### src/hdl/lps_pkg.sv
// shared constants and status types for the lookahead point search core
// no dependencies; imported by every file but the multiplier, root and divider units
`default_nettype none

package lps_pkg;

	// heading field width, full scale is plus or minus pi
	localparam int HEAD_W = 16;

	// depth of the job queue between front and back
	localparam int JOB_DEPTH = 2;

	// job queue status seen by both sides
	typedef struct packed {
		logic full;
		logic empty;
	} q_stat_t;

endpackage

`default_nettype wire

### src/hdl/lps_fifo.sv
// small register queue carrying jobs from the front to the back
// depends on lps_pkg for depth and status type
`default_nettype none

module lps_fifo import lps_pkg::*; #(
	parameter int W = 338
) (
	input  wire logic         clk,
	input  wire logic         arst_n,
	input  wire logic         push,
	input  wire logic [W-1:0] wdata,
	input  wire logic         pop,
	output logic [W-1:0]      rdata,
	output q_stat_t           stat
);
	localparam int PW = (JOB_DEPTH > 1) ? $clog2(JOB_DEPTH) : 1;
	localparam int CNW = $clog2(JOB_DEPTH + 1);

	logic [W-1:0]   mem_q [JOB_DEPTH];
	logic [PW-1:0]  wr_q;
	logic [PW-1:0]  rd_q;
	logic [CNW-1:0] cnt_q;

	assign rdata      = mem_q[rd_q];
	assign stat.full  = (cnt_q == CNW'(JOB_DEPTH));
	assign stat.empty = (cnt_q == '0);

	// storage
	always_ff @(posedge clk) begin
		if (push) begin
			mem_q[wr_q] <= wdata;
		end
	end

	// pointers and fill count
	always_ff @(posedge clk or negedge arst_n) begin
		if (!arst_n) begin
			wr_q  <= '0;
			rd_q  <= '0;
			cnt_q <= '0;
		end else begin
			if (push) begin
				wr_q <= (wr_q == PW'(JOB_DEPTH - 1)) ? '0 : wr_q + 1'b1;
			end
			if (pop) begin
				rd_q <= (rd_q == PW'(JOB_DEPTH - 1)) ? '0 : rd_q + 1'b1;
			end
			if (push && !pop) begin
				cnt_q <= cnt_q + 1'b1;
			end else if (pop && !push) begin
				cnt_q <= cnt_q - 1'b1;
			end
		end
	end
endmodule

`default_nettype wire

### config.mk
export PLATFORM = sky130hd
export DESIGN_NAME = lps_fifo
export DESIGN_NICKNAME = d
export VERILOG_FILES = /design/src/hdl/lps_pkg.sv /design/src/hdl/lps_fifo.sv
export SDC_FILE = /design/constraint.sdc
export NUM_CORES = 1
export LEC_CHECK = 0
export BUFFER_PORTS_ARGS = -buffer_cell sky130_fd_sc_hd__buf_2
export CORE_AREA = 4 4 260 262
export DETAILED_ROUTE_END_ITERATION = 8
export DIE_AREA = 0 0 264 266
export PLACE_DENSITY = 0.69
export SETUP_SLACK_MARGIN = 0.4
export SYNTH_ARGS = -nofsm -noshare
export SYNTH_HDL_FRONTEND = slang
export SYNTH_SLANG_ARGS = --single-unit
### constraint.sdc
create_clock -name clk -period 28.3 [get_ports clk]
set_input_delay 1.415 -clock clk [delete_from_list [all_inputs] [get_ports clk]]
set_output_delay 1.415 -clock clk [all_outputs]
set_load 0.05 [all_outputs]
==> summary.md, run 1 <==
| Metric | Value |
|---|---|
| Die width | `264 um` |
| First-pass GRT wire length | `82,600 um` |
| DRT iter0 DRCs | `830` |
| Cts hold-fix bufs | `0` |
| Crit-path max FO | `121` |
| Crit share post-route | `20.3%` |
| CTS tree | `yes` |
| Crit path time final | `5.75 ns` |
| Synth warn | `0` |
| # port buffers | `681` |
| R2R cell count | `3` |
| Antenna-violating nets left | `0` |
| R2R Setup Slk | `24.77 ns` |
| Boundary Pins | `682` |
| CTS H-tree depth | `3` |
| RSZ-0062 raised after global routing | `no` |
| Crit end category | `output pin` |
| Finished Core Util | `49.5%` |
| Maximum VDD drop | `87.8 uV` |
| Post-synth top area cell | `edfxtp_1` |
| Post-synthesis cell count | `1,068` |
| Worst r2r src | `wr_q` |
| Slowest-stage cell, CP | `dfrtp_4` |
| Static leakage | `12.9 nW` |
| # DRC | `0` |
| Nets | `2,139` |
| Setup crit start kind | `flop` |
| Max-Cap Viols | `0` |
| Floorplan die area | `0.0702 sq mm` |
| DR WL/cell | `21.0 um` |
| Area added between synthesis and finish | `25.0%` |
| Worst min path class | `flop to flop` |
| Clock transition at path regs | `0.06 ns` |
| Worst slew pin tran | `1.13 ns` |
| GRT Util Overall | `15.5%` |
| Clk buf depth | `3` |
| EDFF count, synth | `676` |
| Worst setup path class | `flop to output pin` |
| Cell Count, Final, Fillers Out | `2,733` |
| Slew margin rel. | `24.6%` |
| Syn Area/Cell | `24.3 sq um` |
| WL final | `57,300 um` |
| Post-synth top area share | `78.4%` |
| Worst reg2reg path endpoint | `mem_q[1][297]` |
| Vias per cell | `4.66` |
| Count of cell types in the netlist | `15` |
| Share of cells above drive strength 1 | `61.5%` |
| Worst Setup EP | `rdata[309]` |
| Antenna violations before repair | `21` |
| Ys async rst share | `0.588%` |
| Seq/Total Area, Yosys | `78.8%` |
| GP Congestion | `0.847` |
| DP Cell Count | `2,587` |
| Post-route design area | `0.0324 sq mm` |
| Grt total ovfl | `0` |
| Worst path cell trace | `buf_12 > buf_4 > mux2_2 > buf_2` |
| Synth top cells by count | `676 x edfxtp_1, 303 x mux2_4, 35 x mux2_2` |
| Worst EP arrival | `4.33 ns` |
| Status | `finished clean` |
| Count leader, synth | `edfxtp_1` |
| Clock root buffer | `clkbuf_16` |
| Synth Register Bits | `680` |
| # rows | `94` |
| Fmax | `174 MHz` |
| Min Hold Slack | `0.506 ns` |
| Largest net degree at the start of global routing | `122` |
| Starting density of the core | `39.6%` |
| Final WS setup | `22.55 ns` |
| Die height | `266 um` |
| Syn Nets | `1,411` |
| CTS Buf Count | `71` |
| Clk_lat worst skew | `0.59 ns` |
| DP Worst Slack | `23.25 ns` |
| Max stage delay on crit path | `1.14 ns` |
| Top FF cell, synth | `edfxtp_1` |
| Placement Cell Area | `0.0300 sq mm` |
| Clock sinks | `680` |
| Hpwl dp | `40,400 um` |
| Cts repair resizes | `0` |
| Worst Setup SP | `rd_q` |
| Worst EP required | `26.89 ns` |
| Setup Viol. Count Final | `0` |
| Total Power | `3.95 mW` |
| Core Region | `0.0654 sq mm` |
| Top cells by area, synth | `edfxtp_1 78%, mux2_4 18%, mux2_2 1.5%` |
| Max-slew violations | `0` |
| Clk_skew | `0.0141 ns` |
| Final setup TNS | `0 ns` |
| Final number of hold-violating endpoints | `0` |
| Vias in the first global route | `13,840` |
| Drt first pass iters | `5` |
| Post-CTS setup buffers | `0` |
| Pwr dens | `122 mW/mm^2` |
| Post-Syn Area | `0.0259 sq mm` |
| Vias post-DR | `12,725` |
-- layout make-up --
cell class	count	area, sq um
inverter	1	3.75
clock buffer	88	1900
antenna	18	45.0
clock inverter	40	370
fill	5442	33000
multi-input combinational	349	5040
tap	864	1080
timing repair buffer	693	3520
sequential	680	20400
-- cell usage in the layout (no fill, tap or decap), drive strengths merged --
cell,Yosys,routed
bufinv,0,4
xor2,4,4
inv,1,3
nor2b,2,2
clkbuf,0,88
clkinv,0,32
edfxtp,676,676
and2,1,1
clkinvlp,0,2
diode,0,18
xnor2,1,1
ha,1,1
mux2,338,338
buf,38,693
nor2,2,2
dfrtp,4,4
-- critical path, delay by kind of cell (launching register included) --
| family | cells | cell delay (ns) |
|---|---|---|
| buffers and inverters | 3 | 1.73 |
| flip-flops | 1 | 1.14 |
| multiplexers | 1 | 0.41 |
-- state kept, by name, indices dropped and copies added, names as in the netlist --
| register | cells |
|---|---|
| rd_q | 1 |
| cnt_q | 2 |
| wr_q | 1 |
| mem_q | 676 |
-- layer usage --
metal,GRT usage [%],up-vias,wire (um)
met5,0,-,41
met4,7.25,6,2000
met3,5.16,117,4600
met2,28.0,515,30800
met1,16.4,6322,19900
li1,-,5765,-
-- how the worst min path moves through the flow --
stage / from / to / slack, ns / cells past startpoint
CTS: cnt_q[1] / cnt_q[1] / 0.52 / 1
global route: cnt_q[1] / cnt_q[1] / 0.53 / 1
finish: cnt_q[1] / cnt_q[1] / 0.51 / 1
global placement: cnt_q[1] / cnt_q[1] / 0.47 / 1
detailed placement: cnt_q[1] / cnt_q[1] / 0.51 / 1
floorplan: wr_q / wr_q / 0.45 / 1
-- report_power, final --
group	total [mW]	switching, mW	internal (mW)	leakage [nW]
Clock	0.893	0.373	0.520	1.12
Sequential	1.41	0.0726	1.34	6.39
Combinational	1.64	1.13	0.510	5.43
-- cells by family (layout without fill, tap and decap cells) --
group                    after synthesis  after routing  share of synthesized area [%]
adder cells (fa/ha/maj)                1              1                         0.0483
AND/OR/NAND/NOR                        5              5                          0.101
buffers and inverters                 39            822                           1.85
other                                  0             18                              0
multiplexers                         338            338                           19.1
flip-flops                           680            680                           78.8
XOR/XNOR                               5              5                          0.169
Power figures use the tool's default switching activity.
==> run 2: changes to the inputs <==
PLACE_DENSITY = 0.71   (was 0.69)
clock period = 5.2 ns   (was 28.3 ns; I/O delays follow)
==> run 2 against run 1 <==
Clock skew increased by 0.0059 ns. Via count increased by 13%. Count of clock-buffer cells in the layout down 4. Clock power increased to 5.7 times the previous value. Worst setup slack got worse by 21 ns. Critical path depth decreased by 1. Power increased to 5.6 times the previous value. First-iteration DRC count up 12%. Combinational power increased to 5.7 times the previous value. Critical endpoint is now rdata[137]. Largest cell class unchanged. Largest power group unchanged.
==> summary.md, run 2 (synthesized netlist as in run 1, its figures left out) <==
| Metric | Value |
|---|---|
| Post-route design area | `0.0360 sq mm` |
| Commonest cells after routing, fill and taps aside | `681 x buf_2, 676 x edfxtp_1, 341 x dlygate4sd3_1` |
| Maximum VDD drop | `451 uV` |
| Slew margin rel. | `41.1%` |
| FF/Latch Area | `0.0204 sq mm` |
| Max-Cap Viols | `0` |
| Worst EP required | `4.94 ns` |
| Fmax | `312 MHz` |
| Post-CTS setup buffers | `0` |
| Clk_skew | `0.0200 ns` |
| Final setup TNS | `0 ns` |
| # fillers | `4,874` |
| DRT iter0 DRCs | `928` |
| CTS tree | `yes` |
| Final WS setup | `2.00 ns` |
| Cell Count, Final, Fillers Out | `3,066` |
| Starting density of the core | `39.6%` |
| Boundary Pins | `682` |
| Crit end category | `output pin` |
| Largest Register | `mem_q` |
| CTS Buf Count | `73` |
| Worst min path class | `primary input to async pin` |
| Vias in the first global route | `15,794` |
| Clk buf depth | `3` |
| Die width | `264 um` |
| RSZ-0062 raised after global routing | `no` |
| Pwr dens | `614 mW/mm^2` |
| Crit path time final | `3.20 ns` |
| DP Worst Slack | `2.58 ns` |
| Most common cell after layout, fill and taps aside | `buf_2` |
| Crit-path max FO | `42` |
| # rows | `94` |
| Crit path buf inv count | `2` |
| Max reg flops | `676` |
| Vias per cell | `4.70` |
| Multi-input logic area | `0.00504 sq mm` |
| Share of cells above drive strength 1 | `52.0%` |
| Worst path cell trace | `buf_4 > mux2_4 > buf_2` |
| Vias post-DR | `14,400` |
| Largest registers | `mem_q (676), cnt_q (2)` |
| Clk_lat worst skew | `0.60 ns` |
| Floorplan die area | `0.0702 sq mm` |
| Setup Viol. Count Final | `0` |
| # DRC | `0` |
| Nets | `2,483` |
| # port buffers | `681` |
| CTS H-tree depth | `3` |
| Final number of hold-violating endpoints | `0` |
| Max-slew violations | `0` |
| Clock transition at path regs | `0.06 ns` |
| GP Congestion | `0.821` |
| DR WL/cell | `20.4 um` |
| GRT Util Overall | `17.0%` |
| First-pass GRT wire length | `92,400 um` |
| Clock root buffer | `clkbuf_16` |
| Worst EP arrival | `2.94 ns` |
| Slowest-stage cell, CP | `dfrtp_4` |
| Die height | `266 um` |
| Worst r2r src | `wr_q` |
| Total Power | `22.1 mW` |
| Antenna violations before repair | `6` |
| Worst slew pin tran | `0.884 ns` |
| WL final | `62,500 um` |
| Status | `finished clean` |
| Crit path max-delay family | `flip-flops` |
| Setup crit start kind | `flop` |
| R2R Setup Slk | `2.92 ns` |
| Drt first pass iters | `5` |
| Largest net degree at the start of global routing | `139` |
| Area added between synthesis and finish | `38.8%` |
| Antenna-violating nets left | `0` |
| Grt total ovfl | `0` |
| Worst Setup SP | `rd_q` |
| Hpwl dp | `40,200 um` |
| Static leakage | `14.4 nW` |
| DP Cell Count | `2,588` |
| Placement Cell Area | `0.0301 sq mm` |
| Worst setup path class | `flop to output pin` |
| Core Region | `0.0654 sq mm` |
| Crit share post-route | `61.6%` |
| Clock sinks | `680` |
| Max stage delay on crit path | `1.01 ns` |
-- run 2: changes by cell type in the layout (fill, tap and decap cells not counted), sizes merged --
cell / delta
buf: +1
clkinv: -3
diode: -13
bufinv: +4
inv: +6
dlygate4sd3: +341
clkinvlp: +1
clkbuf: -4
-- run 2: layout make-up --
type | instances | area share [%]
inverter | 1 | 0.0104
sequential | 680 | 56.8
clock inverter | 48 | 1.50
multi-input combinational | 349 | 14.0
antenna | 5 | 0.0348
tap | 864 | 3.01
timing repair buffer | 1035 | 19.5
clock buffer | 84 | 5.20
-- run 2: worst reg2reg max path, cell delays in order, from the launching register on --
cell and delay (ns):
dfrtp_1 0.42, nor2b_4 0.65, buf_12 0.59
-- run 2: per-stage QoR --
| stage | hold WS, ns | utilization (%) |
|---|---|---|
| floorplan | -0.0356 | - |
| global placement | 0.0712 | 46.1 |
| detailed placement | 0.0813 | 46.1 |
| CTS | 0.0453 | 55.0 |
| global route | 0.0624 | 55.0 |
| finish | 0.108 | 55.0 |
-- run 2: repair_timing --
item | CTS | global route
endpoints found under the hold margin | 682 | 0
gates resized for setup | 0 | 0
hold buffers | 341 | 0
-- run 2: power breakdown --
part	switching (mW)	leakage (nW)	internal, mW
logic	6.35	6.87	2.93
clock network	2.10	1.17	3.02
registers	0.370	6.39	7.28
-- run 2: final timing paths --
kind / depth (start not counted) / end
max: 3 / rdata[137]
min: 2 / cnt_q[1]
max reg2reg: 2 / mem_q[0][88]
min reg2reg: 1 / cnt_q[1]
max in group asynchronous: 2 / rd_q
min in group clk: 2 / mem_q[1][268]
-- run 2: routing by layer --
| metal | track usage [%] | up-vias | part of all wire, % |
|---|---|---|---|
| met5 | 0 | - | 0 |
| met4 | 6.88 | 0 | 3.9 |
| met3 | 4.47 | 147 | 7.1 |
| met2 | 31.4 | 626 | 54 |
| met1 | 18.6 | 7203 | 35 |
| li1 | - | 6424 | - |
==> run 3: changes to the inputs <==
clock period = 2.7 ns   (was 5.2 ns; I/O delays follow)
==> run 3 against run 2 <==
Combinational power rose by 110%. Clock power rose by 97%. Worst setup slack got worse by 1.6 ns. Wire length rose by 5.7%. Critical path type unchanged.
==> summary.md, run 3 (synthesized netlist as in run 1, its figures left out) <==
| Metric | Value |
|---|---|
| Status | `finished clean` |
| Min Hold Slack | `0.259 ns` |
| Worst path cell trace | `buf_16 > buf_16 > mux2_4 > buf_2` |
| First-pass GRT wire length | `96,000 um` |
| DP Cell Count | `2,621` |
| Worst min path class | `primary input to flop` |
| Setup Viol. Count Final | `0` |
| RSZ-0062 raised after global routing | `yes` |
| Worst slew pin tran | `0.545 ns` |
| Vias in the first global route | `15,911` |
| Met2 usage in global routing | `31.8%` |
| Crit path buf inv count | `3` |
| Crit end category | `output pin` |
| Cell repeated most along the worst path | `buf_16` |
| Boundary Pins | `682` |
| Static leakage | `14.9 nW` |
| Clk_lat worst skew | `0.59 ns` |
| Maximum VDD drop | `838 uV` |
| Die height | `266 um` |
| DR WL/cell | `21.3 um` |
| Crit-path max FO | `26` |
| Setup crit start kind | `flop` |
| Antenna-violating nets left | `0` |
| M3 GR Usage | `5.50%` |
| Largest Register | `mem_q` |
| Max stage delay on crit path | `0.48 ns` |
| Vias post-DR | `14,585` |
| Hpwl dp | `43,100 um` |
| GRT Util Overall | `17.9%` |
| Final setup TNS | `0 ns` |
| Cell Count, Final, Fillers Out | `3,109` |
| Share of cells above drive strength 1 | `52.8%` |
| Clk_skew | `0.0240 ns` |
| Clock root buffer | `clkbuf_16` |
| Clock transition at path regs | `0.06 ns` |
| Clk buf depth | `3` |
| Largest registers | `mem_q (676), cnt_q (2)` |
| Final WS setup | `0.444 ns` |
| Final number of hold-violating endpoints | `0` |
| Max-Cap Viols | `0` |
| GRT busiest layer | `met2` |
| Crit share post-route | `83.6%` |
| # port buffers | `681` |
| Clock sinks | `680` |
| Crit path time final | `2.26 ns` |
| Antenna violations before repair | `9` |
| Floorplan die area | `0.0702 sq mm` |
| Largest net degree at the start of global routing | `82` |
| GP Congestion | `0.800` |
| Commonest cells after routing, fill and taps aside | `676 x edfxtp_1, 648 x buf_2, 342 x dlygate4sd3_1` |
| Area added between synthesis and finish | `42.0%` |
| # rows | `94` |
| CTS Buf Count | `71` |
| Slowest-stage cell, CP | `dfrtp_4` |
| Worst EP arrival | `2.12 ns` |
| Pwr dens | `1200 mW/mm^2` |
| # fillers | `4,843` |
| DP Worst Slack | `0.825 ns` |
| Max-slew violations | `0` |
| Crit path max-delay family | `buffers and inverters` |
| CTS H-tree depth | `3` |
| Worst EP required | `2.57 ns` |
| Vias per cell | `4.69` |
| Grt total ovfl | `0` |
| Worst setup path class | `flop to output pin` |
| Most common cell after layout, fill and taps aside | `edfxtp_1` |
| Nets | `2,526` |
| DRT iter0 DRCs | `977` |
| Finished Core Util | `56.3%` |
| Die width | `264 um` |
| CTS tree | `yes` |
| Drt first pass iters | `5` |
| # DRC | `0` |
| Starting density of the core | `39.6%` |
| Met1 Usage GRT | `20.2%` |
| Slew margin rel. | `63.7%` |
| WL final | `66,100 um` |
| Max reg flops | `676` |
| Core Region | `0.0654 sq mm` |
| Fmax | `443 MHz` |
-- run 3: cell count changes in the layout (fill, tap and decap cells not counted), moves of 3 or more --
cell,before,now
clkbuf_16,73,77
inv_6,5,2
clkinv_2,13,10
bufinv_16,8,11
buf_6,0,12
buf_4,6,52
clkbuf_1,11,17
buf_2,681,648
clkinv_1,13,8
bufbuf_16,0,3
buf_16,0,9
-- run 3: stage by stage --
step,power [mW],area (sq um)
after global routing,45.6,36800
after detailed placement,32.8,30500
final,44.1,36800
after floorplan,29.5,25900
after global placement,32.5,30500
after CTS,43.9,36600
-- run 3: path summary, 6_finish.rpt --
path                            startpoint            end  slack, ns  cells past startpoint
worst min register to register    cnt_q[1]       cnt_q[1]       0.50                      1
worst min-delay path            wdata[226]  mem_q[0][226]       0.26                      2
min in group asynchronous           arst_n       cnt_q[0]       0.46                      3
worst max-delay path                  rd_q     rdata[151]       0.44                      4
max in group asynchronous           arst_n           rd_q       2.04                      3
worst max register to register        wr_q  mem_q[0][159]       0.91                      3
-- run 3: cell type report --
class / instances / area, sq um / share of cell area (%)
Clock inverter: 37 / 527 / 1.43
Antenna cell: 7 / 17.5 / 0.0476
Tap cell: 864 / 1080 / 2.94
Timing Repair Buffer: 1080 / 7810 / 21.2
Inverter: 1 / 3.75 / 0.0102
Sequential cell: 680 / 20400 / 55.5
Clock buffer: 91 / 1920 / 5.21
Multi-Input combinational cell: 349 / 5040 / 13.7
-- run 3: layer usage --
| layer | wire length, um | part of all wire, % |
|---|---|---|
| met5 | 21 | 0.032 |
| met4 | 2300 | 3.5 |
| met1 | 24300 | 37 |
| met3 | 5430 | 8.2 |
| met2 | 34100 | 52 |
-- run 3: what timing repair did --
item / in CTS / in global routing
cloned: 6 / 3
setup buffers: 2 / 0
setup endpoints to repair: 241 / 80
hold buffers: 342 / 0
endpoints found under the hold margin: 683 / 0
resized for setup: 15 / 75
-- run 3: power breakdown --
group | leakage [nW] | total, mW | switching, mW | internal, mW
sequential | 6.39 | 14.5 | 0.542 | 14.0
clock | 1.19 | 10.1 | 3.99 | 6.12
combinational | 7.28 | 19.4 | 12.8 | 6.59
total | 14.9 | 44.1 | 17.4 | 26.7
